[config.mk]
export PLATFORM = sky130hd
export DESIGN_NAME = multi_key_debounce_short_long_press_flat
export DESIGN_NICKNAME = d
export VERILOG_FILES = /design/src/design/mkd_pkg.sv /design/src/design/mkd_if.sv /design/src/design/multi_key_debounce_short_long_press.sv /design/src/design/mkd_cfg.sv /design/src/design/mkd_core.sv /design/src/flat_wrapper.sv
export SDC_FILE = /design/constraint.sdc
export NUM_CORES = 1
export LEC_CHECK = 0
export BUFFER_PORTS_ARGS = -buffer_cell sky130_fd_sc_hd__buf_2
export CORE_MARGIN = 4
export CORE_UTILIZATION = 54
export CTS_BUF_LIST = sky130_fd_sc_hd__clkbuf_4
export DETAILED_ROUTE_END_ITERATION = 8
export PLACE_DENSITY = 0.88
export SYNTH_ARGS = -nofsm -noshare
export SYNTH_HDL_FRONTEND = slang
export SYNTH_SLANG_ARGS = --single-unit
[constraint.sdc]
create_clock -name clk -period 5.6 [get_ports clk]
set_input_delay 0.84 -clock clk [delete_from_list [all_inputs] [get_ports clk]]
set_output_delay 0.84 -clock clk [all_outputs]
set_load 0.01 [all_outputs]
[src/design/mkd_pkg.sv]
// Shared types and constants for the multi-key debounce block.
package mkd_pkg;

    localparam int NUM_KEYS   = 7;
    localparam int DBC_W      = 8;
    localparam int LONG_W     = 16;
    localparam int HOLD_W     = LONG_W + 1;
    localparam int PADDR_W    = 3;
    localparam int PDATA_W    = 32;

    localparam logic [NUM_KEYS-1:0] KEY_ALL = {NUM_KEYS{1'b1}};

    localparam logic [DBC_W-1:0]  DEBOUNCE_RESET = 8'd2;
    localparam logic [LONG_W-1:0] LONG_RESET     = 16'd100;

    // Register byte addresses
    localparam logic [PADDR_W-1:0] ADDR_DEBOUNCE = 3'd0;
    localparam logic [PADDR_W-1:0] ADDR_LONG     = 3'd4;

    typedef struct packed {
        logic [DBC_W-1:0]  debounce_ticks;
        logic [LONG_W-1:0] long_press_ticks;
    } cfg_t;

    typedef struct packed {
        logic [NUM_KEYS-1:0] short_flags;
        logic [NUM_KEYS-1:0] long_flags;
        logic [NUM_KEYS-1:0] released_pins;
    } result_t;

endpackage

[src/design/mkd_if.sv]
// Valid/ready channel interfaces for key samples and flag results.
interface mkd_in_if;
    logic                         valid;
    logic                         ready;
    logic [mkd_pkg::NUM_KEYS-1:0] pin_sample;
    logic [mkd_pkg::NUM_KEYS-1:0] short_clear_mask;

    modport source (output valid, output pin_sample, output short_clear_mask, input ready);
    modport sink   (input valid, input pin_sample, input short_clear_mask, output ready);
endinterface

interface mkd_out_if;
    logic                         valid;
    logic                         ready;
    logic [mkd_pkg::NUM_KEYS-1:0] short_flags;
    logic [mkd_pkg::NUM_KEYS-1:0] long_flags;
    logic [mkd_pkg::NUM_KEYS-1:0] released_pins;

    modport source (output valid, output short_flags, output long_flags,
                    output released_pins, input ready);
    modport sink   (input valid, input short_flags, input long_flags,
                    input released_pins, output ready);
endinterface

[src/design/multi_key_debounce_short_long_press.sv]
// Multi-key debounce with short- and long-press flags.
//
// item_in carries one tick: an active-low sample of the key pins and a mask
// of short flags to clear after they are reported. item_out carries one
// result for every accepted item: the short flags before clearing, the long
// flags and the sample echoed back, in input order.
// The item lands in the input register, and the scan update loads the result
// register from it when that register has room. The update is a few compares,
// a 17-bit hold counter and an 8-bit debounce counter, so an item is taken
// every cycle while the receiver keeps taking results.
// When the receiver stalls, the result register holds and the input register
// keeps its item, or takes one more if it was empty; after that item_in.ready
// drops until the result is taken. No item is lost or repeated.
// Reset clears all flags and counters, sets the captured pattern to all
// released, and loads debounce_ticks = 2 and long_press_ticks = 100.
// Registers (APB): 0x0 debounce_ticks [7:0], 0x4 long_press_ticks [15:0];
// write them only while the block is idle.
module multi_key_debounce_short_long_press
(
    input  logic                         clk,
    input  logic                         rst_n,
    mkd_in_if.sink                       item_in,
    mkd_out_if.source                    item_out,
    input  logic                         psel,
    input  logic                         penable,
    input  logic                         pwrite,
    input  logic [mkd_pkg::PADDR_W-1:0]  paddr,
    input  logic [mkd_pkg::PDATA_W-1:0]  pwdata,
    output logic [mkd_pkg::PDATA_W-1:0]  prdata,
    output logic                         pready
);

    mkd_pkg::cfg_t    cfg;
    mkd_pkg::result_t result;

    logic                         s1_valid_reg;
    logic [mkd_pkg::NUM_KEYS-1:0] s1_pins_reg;
    logic [mkd_pkg::NUM_KEYS-1:0] s1_clr_reg;
    logic                         out_valid_reg;
    mkd_pkg::result_t             out_reg;
    logic                         advance;

    // move stage one into the result register when there is room
    assign advance       = s1_valid_reg && (!out_valid_reg || item_out.ready);
    assign item_in.ready = !s1_valid_reg || advance;

    mkd_cfg u_cfg
    (
        .clk     (clk),
        .rst_n   (rst_n),
        .psel    (psel),
        .penable (penable),
        .pwrite  (pwrite),
        .paddr   (paddr),
        .pwdata  (pwdata),
        .prdata  (prdata),
        .pready  (pready),
        .cfg     (cfg)
    );

    mkd_core u_core
    (
        .clk    (clk),
        .rst_n  (rst_n),
        .step   (advance),
        .pins   (s1_pins_reg),
        .clr    (s1_clr_reg),
        .cfg    (cfg),
        .result (result)
    );

    always_ff @(posedge clk or negedge rst_n)
    begin
        if (!rst_n)
        begin
            s1_valid_reg  <= 1'b0;
            out_valid_reg <= 1'b0;
        end
        else
        begin
            if (item_in.ready)
                s1_valid_reg <= item_in.valid;
            if (advance)
                out_valid_reg <= 1'b1;
            else if (item_out.ready)
                out_valid_reg <= 1'b0;
        end
    end

    always_ff @(posedge clk)
    begin
        if (item_in.ready && item_in.valid)
        begin
            s1_pins_reg <= item_in.pin_sample;
            s1_clr_reg  <= item_in.short_clear_mask;
        end
        if (advance)
            out_reg <= result;
    end

    assign item_out.valid         = out_valid_reg;
    assign item_out.short_flags   = out_reg.short_flags;
    assign item_out.long_flags    = out_reg.long_flags;
    assign item_out.released_pins = out_reg.released_pins;

endmodule

[src/design/mkd_cfg.sv]
// APB configuration registers for debounce and long-press thresholds.
module mkd_cfg
(
    input  logic                         clk,
    input  logic                         rst_n,
    input  logic                         psel,
    input  logic                         penable,
    input  logic                         pwrite,
    input  logic [mkd_pkg::PADDR_W-1:0]  paddr,
    input  logic [mkd_pkg::PDATA_W-1:0]  pwdata,
    output logic [mkd_pkg::PDATA_W-1:0]  prdata,
    output logic                         pready,
    output mkd_pkg::cfg_t                cfg
);

    logic [mkd_pkg::DBC_W-1:0]  debounce_reg;
    logic [mkd_pkg::LONG_W-1:0] long_reg;
    logic                       wr_en;

    assign pready = 1'b1;
    assign wr_en  = psel && penable && pwrite;

    always_ff @(posedge clk or negedge rst_n)
    begin
        if (!rst_n)
        begin
            debounce_reg <= mkd_pkg::DEBOUNCE_RESET;
            long_reg     <= mkd_pkg::LONG_RESET;
        end
        else if (wr_en)
        begin
            unique case (paddr)
                mkd_pkg::ADDR_DEBOUNCE: debounce_reg <= pwdata[mkd_pkg::DBC_W-1:0];
                mkd_pkg::ADDR_LONG:     long_reg     <= pwdata[mkd_pkg::LONG_W-1:0];
                default: ;
            endcase
        end
    end

    always_comb
    begin
        unique case (paddr)
            mkd_pkg::ADDR_DEBOUNCE:
                prdata = {{(mkd_pkg::PDATA_W-mkd_pkg::DBC_W){1'b0}}, debounce_reg};
            mkd_pkg::ADDR_LONG:
                prdata = {{(mkd_pkg::PDATA_W-mkd_pkg::LONG_W){1'b0}}, long_reg};
            default:
                prdata = '0;
        endcase
    end

    assign cfg.debounce_ticks   = debounce_reg;
    assign cfg.long_press_ticks = long_reg;

endmodule

[src/design/mkd_core.sv]
// Key scan state and per-tick update: capture, confirm, hold timing, flags.
module mkd_core
(
    input  logic                         clk,
    input  logic                         rst_n,
    input  logic                         step,
    input  logic [mkd_pkg::NUM_KEYS-1:0] pins,
    input  logic [mkd_pkg::NUM_KEYS-1:0] clr,
    input  mkd_pkg::cfg_t                cfg,
    output mkd_pkg::result_t             result
);

    logic [mkd_pkg::NUM_KEYS-1:0] short_reg, short_next;
    logic [mkd_pkg::NUM_KEYS-1:0] long_reg, long_next;
    logic [mkd_pkg::NUM_KEYS-1:0] captured_reg, captured_next;
    logic [mkd_pkg::NUM_KEYS-1:0] held_reg, held_next;
    logic [mkd_pkg::HOLD_W-1:0]   hold_reg, hold_next;
    logic [mkd_pkg::DBC_W-1:0]    dbc_reg, dbc_next;

    logic [mkd_pkg::NUM_KEYS-1:0] held_conf;
    logic [mkd_pkg::NUM_KEYS-1:0] short_rep;
    logic [mkd_pkg::HOLD_W-1:0]   long_lim;

    assign long_lim = {1'b0, cfg.long_press_ticks};

    always_comb
    begin
        captured_next = captured_reg;
        held_conf     = held_reg;
        dbc_next      = dbc_reg;
        short_rep     = short_reg;
        long_next     = long_reg;
        hold_next     = hold_reg;

        // confirm the captured pattern if it still matches the pins once the debounce count has run out
        if (dbc_reg == '0 && captured_reg != mkd_pkg::KEY_ALL)
        begin
            if (captured_reg == pins)
                held_conf = ~captured_reg;
            captured_next = mkd_pkg::KEY_ALL;
        end

        // capture a fresh pattern when idle
        if (pins != mkd_pkg::KEY_ALL && dbc_reg == '0 && held_conf == '0)
        begin
            captured_next = pins;
            dbc_next      = cfg.debounce_ticks;
        end

        held_next = held_conf;
        if (held_conf != '0)
        begin
            if (hold_reg < long_lim)
            begin
                hold_next = hold_reg + 1'b1;
                short_rep = short_reg | (held_conf & pins);
            end
            else if (hold_reg == long_lim)
            begin
                hold_next = hold_reg + 1'b1;
                long_next = held_conf;
            end
            held_next = held_conf & ~pins;
        end
        else
        begin
            long_next = '0;
            hold_next = '0;
        end

        if (dbc_next != '0)
            dbc_next = dbc_next - 1'b1;

        short_next = short_rep & ~clr;
    end

    assign result.short_flags   = short_rep;
    assign result.long_flags    = long_next;
    assign result.released_pins = pins;

    always_ff @(posedge clk or negedge rst_n)
    begin
        if (!rst_n)
        begin
            short_reg    <= '0;
            long_reg     <= '0;
            captured_reg <= mkd_pkg::KEY_ALL;
            held_reg     <= '0;
            hold_reg     <= '0;
            dbc_reg      <= '0;
        end
        else if (step)
        begin
            short_reg    <= short_next;
            long_reg     <= long_next;
            captured_reg <= captured_next;
            held_reg     <= held_next;
            hold_reg     <= hold_next;
            dbc_reg      <= dbc_next;
        end
    end

endmodule
[src/flat_wrapper.sv]
// flat-port wrapper written by rule: the top's interface ports become plain ports
module multi_key_debounce_short_long_press_flat 
  (clk, rst_n, psel, penable, pwrite, paddr, pwdata, prdata, pready, item_in_valid, item_in_pin_sample, item_in_short_clear_mask, item_in_ready, item_out_valid, item_out_short_flags, item_out_long_flags, item_out_released_pins, item_out_ready);
  mkd_in_if item_in_i ();
  mkd_out_if item_out_i ();
  input  logic clk;
  input  logic rst_n;
  input  logic psel;
  input  logic penable;
  input  logic pwrite;
  input  logic [mkd_pkg::PADDR_W-1:0] paddr;
  input  logic [mkd_pkg::PDATA_W-1:0] pwdata;
  output logic [mkd_pkg::PDATA_W-1:0] prdata;
  output logic pready;
  input wire logic [$bits(item_in_i.valid)-1:0] item_in_valid;
  input wire logic [$bits(item_in_i.pin_sample)-1:0] item_in_pin_sample;
  input wire logic [$bits(item_in_i.short_clear_mask)-1:0] item_in_short_clear_mask;
  output wire logic [$bits(item_in_i.ready)-1:0] item_in_ready;
  output wire logic [$bits(item_out_i.valid)-1:0] item_out_valid;
  output wire logic [$bits(item_out_i.short_flags)-1:0] item_out_short_flags;
  output wire logic [$bits(item_out_i.long_flags)-1:0] item_out_long_flags;
  output wire logic [$bits(item_out_i.released_pins)-1:0] item_out_released_pins;
  input wire logic [$bits(item_out_i.ready)-1:0] item_out_ready;
  assign item_in_i.valid = item_in_valid;
  assign item_in_i.pin_sample = item_in_pin_sample;
  assign item_in_i.short_clear_mask = item_in_short_clear_mask;
  assign item_in_ready = item_in_i.ready;
  assign item_out_valid = item_out_i.valid;
  assign item_out_short_flags = item_out_i.short_flags;
  assign item_out_long_flags = item_out_i.long_flags;
  assign item_out_released_pins = item_out_i.released_pins;
  assign item_out_i.ready = item_out_ready;
  multi_key_debounce_short_long_press u_core (.clk(clk), .rst_n(rst_n), .item_in(item_in_i), .item_out(item_out_i), .psel(psel), .penable(penable), .pwrite(pwrite), .paddr(paddr), .pwdata(pwdata), .prdata(prdata), .pready(pready));
endmodule
==> flow_summary.yaml <==
outcome:
  status: "completed"
route:
  final_antenna_net_count: 0
  wl_per_cell_um: 16.4
  drt_iter0_markers: 332
  routed_via_density: 5.97
  num_vias: 4764
  drt_wl_total_um: 13100
  drc: 0
  dr.pass1.iters: 5
sta:
  finClkSkew_ns: 0.0150
  setup_violations: 0
  relSlewSlack: 0.304
  worst_slew_pin_slew_ns: 1.04
  finalSetupTns_ns: 0
  maxSlewViolCount: 0
  final_hold_viol_count: 0
  period_share: 0.606
  holdWs_ns: 0.473
  fin_crit_ns: 3.40
  rsz0062_at_grt: "no"
  fmax_mhz: 294
critical_path:
  cp.arrival_ns: 3.86
  setup.worst_path.end_class: "register"
  worstReg2RegStart: "u_core.u_core.dbc_reg[4]$_DFFE_PN0P_"
  max_stage_delay_ns: 0.77
  startpoint_type: "register"
  path_class: "reg2reg"
  r2r-end: "u_core.u_core.dbc_reg[4]$_DFFE_PN0P_"
  crit_top_cell: "a21oi_1"
  rrSetupSlack_ns: 2.20
  cp.required_ns: 6.06
  path_cells: "nor3_2, and4_4, nand2_1, a211oi_2, a21oi_1, ha_1, nand2b_1, o21ai_0, o311ai_0, nand2_1, o21ai_0, a21oi_1, a21oi_1"
  slowest_stage: "a211oi_2"
  rr_worst_depth: 13
  path_max_fanout: 13
synth:
  ys.warnings.count: 0
  synth_area_mm2: 0.00593
  synth_cell_types: 66
  netlist.area_leader.share: 0.287
  syn_inst: 572
  synth.area.top_cells: "dfrtp_1, edfxtp_1, dfstp_2, o21ai_0, ha_1"
  yosys_register_bits: 114
  synth_enable_flop_cells: 35
  synth_top_flop_cell: "dfrtp_1"
  synth_seq_area_share: 0.513
  synth_largest_area_cell: "dfrtp_1"
  syn_area_per_cell_um2: 10.4
  async_reset_ff_frac: 0.693
clock_tree:
  clk_path_buf_depth: 2
  cts.htree.levels: 4
  root_buffer: "clkbuf_4"
  cts_resized: 0
  path_clk_slew_ns: 0.11
  cts_tree: "yes"
  cts_sinks: 114
  numCtsBuffers: 17
  cts_setup_buffers: 0
  cts_hold_buf: 0
  insertion_delay_ns: 0.53
placement:
  place_congestion: 0.907
  hpwl_um: 9250
  port_buffers: 78
  placedCellCount: 766
cells_and_area:
  drive_gt1_frac: 0.233
  layout.nets: 724
  flow.area_growth_from_synthesis_pct: 11.9
  final_util: 0.631
  final_cell_count_no_fill: 798
  diodes: 0
  largest_reg_flops: 17
  final_cell_mix: "buf_2, dfrtp_1, nand2_1"
  final_common_cell: "buf_2"
global_route:
  antenna_found_initial: 0
  grt_overflow: 0
  grt_pass1_wl_um: 22000
  grt.total_usage: 0.212
  grt_max_degree: 80
  grt_pass1_vias: 4595
pwr:
  leakage_nw: 2.97
  ir_drop_mv: 0.144
  p_per_area_mw_per_mm2: 332
floorplan:
  dieHeight_um: 113
  initial_core_util: 0.564
  design.die.area_mm2: 0.0127
  die_w_um: 113
  core_mm2: 0.0105
  ios: 112
  rows: 37
run:
  drv.max_cap_violation_count: 0
worst_hold_path:
  hp-class: "in2async"
through the flow:
stage          power (W)  worst slack (ns)  cell area [um^2]
2_1_floorplan    0.00146              2.78              5980
5_1_grt          0.00234              1.93              6630
4_1_cts          0.00221              2.28              6630
3_5_place_dp     0.00162              1.85              6350
3_3_place_gp     0.00158              1.98              6350
6_report         0.00220              2.20              6630
per-layer routing:
metal,up-vias,routed length (um),global-route usage
li1,2240,-,-
met2,167,6640,0.350
met3,25,772,0.0428
met1,2332,5470,0.279
met4,0,192,0.0761
met5,-,0,0
how the worst max path moves through the flow:
stage	from	end	slack, ns
floorplan	u_core.u_core.captured_reg[2]$_DFFE_PN1P_	u_core.u_core.dbc_reg[4]$_DFFE_PN0P_	2.78
global placement	item_out_ready	u_core.u_core.hold_reg[11]$_DFFE_PN0P_	1.98
detailed placement	item_out_ready	u_core.u_core.hold_reg[11]$_DFFE_PN0P_	1.85
CTS	u_core.u_core.dbc_reg[4]$_DFFE_PN0P_	u_core.u_core.dbc_reg[4]$_DFFE_PN0P_	2.28
global route	u_core.u_core.dbc_reg[4]$_DFFE_PN0P_	u_core.u_core.dbc_reg[6]$_DFFE_PN0P_	1.93
finish	u_core.u_core.dbc_reg[4]$_DFFE_PN0P_	u_core.u_core.dbc_reg[4]$_DFFE_PN0P_	2.20
where the power goes:
| part | switching (W) | total, W | leakage, nW | internal [W] |
|---|---|---|---|---|
| Combinational | 0.000299 | 0.000502 | 1.49 | 0.000203 |
| Clock | 0.000317 | 0.000591 | 0.149 | 0.000274 |
| Sequential | 0.000114 | 0.00111 | 1.33 | 0.000991 |
synth_stat cells, drive strengths merged, types with 11 or more instances:
master  number
nand3       11
nand2       62
edfxtp      35
o21ai       55
a21oi       29
dfrtp       68
clkbuf      14
buf         24
inv         24
nor2        44
ha          19
o21a        11
dfstp       11
critical path, delay by kind of cell, from the launching register on:
family          cells  cell delay [ns]
compound gates      7             1.62
simple gates        5             0.95
fa+ha+maj           1             0.30
flops               1             0.47
cell families (layout without fill, tap and decap cells):
logic type / Yosys count / count (layout) / share of synthesized area
AO/OA/AOI/OAI: 171 / 171 / 0.200
XOR/XNOR: 7 / 7 / 0.0103
adder cells (fa/ha/maj): 19 / 19 / 0.0401
buffers and inverters: 62 / 137 / 0.0521
flip-flops: 114 / 114 / 0.513
multiplexers: 19 / 19 / 0.0340
other: 2 / 17 / 0.00127
AND/OR/NAND/NOR: 178 / 178 / 0.149
layout make-up:
class / count / area [um^2]
Fill cell: 818 / 3880
Sequential cell: 114 / 3040
Multi-Input combinational cell: 411 / 2630
Timing Repair Buffer: 81 / 415
Tap cell: 136 / 170
Clock buffer: 19 / 143
Clock inverter: 13 / 138
Inverter: 24 / 90.1
No activity file was read; power rests on OpenSTA's default activity.
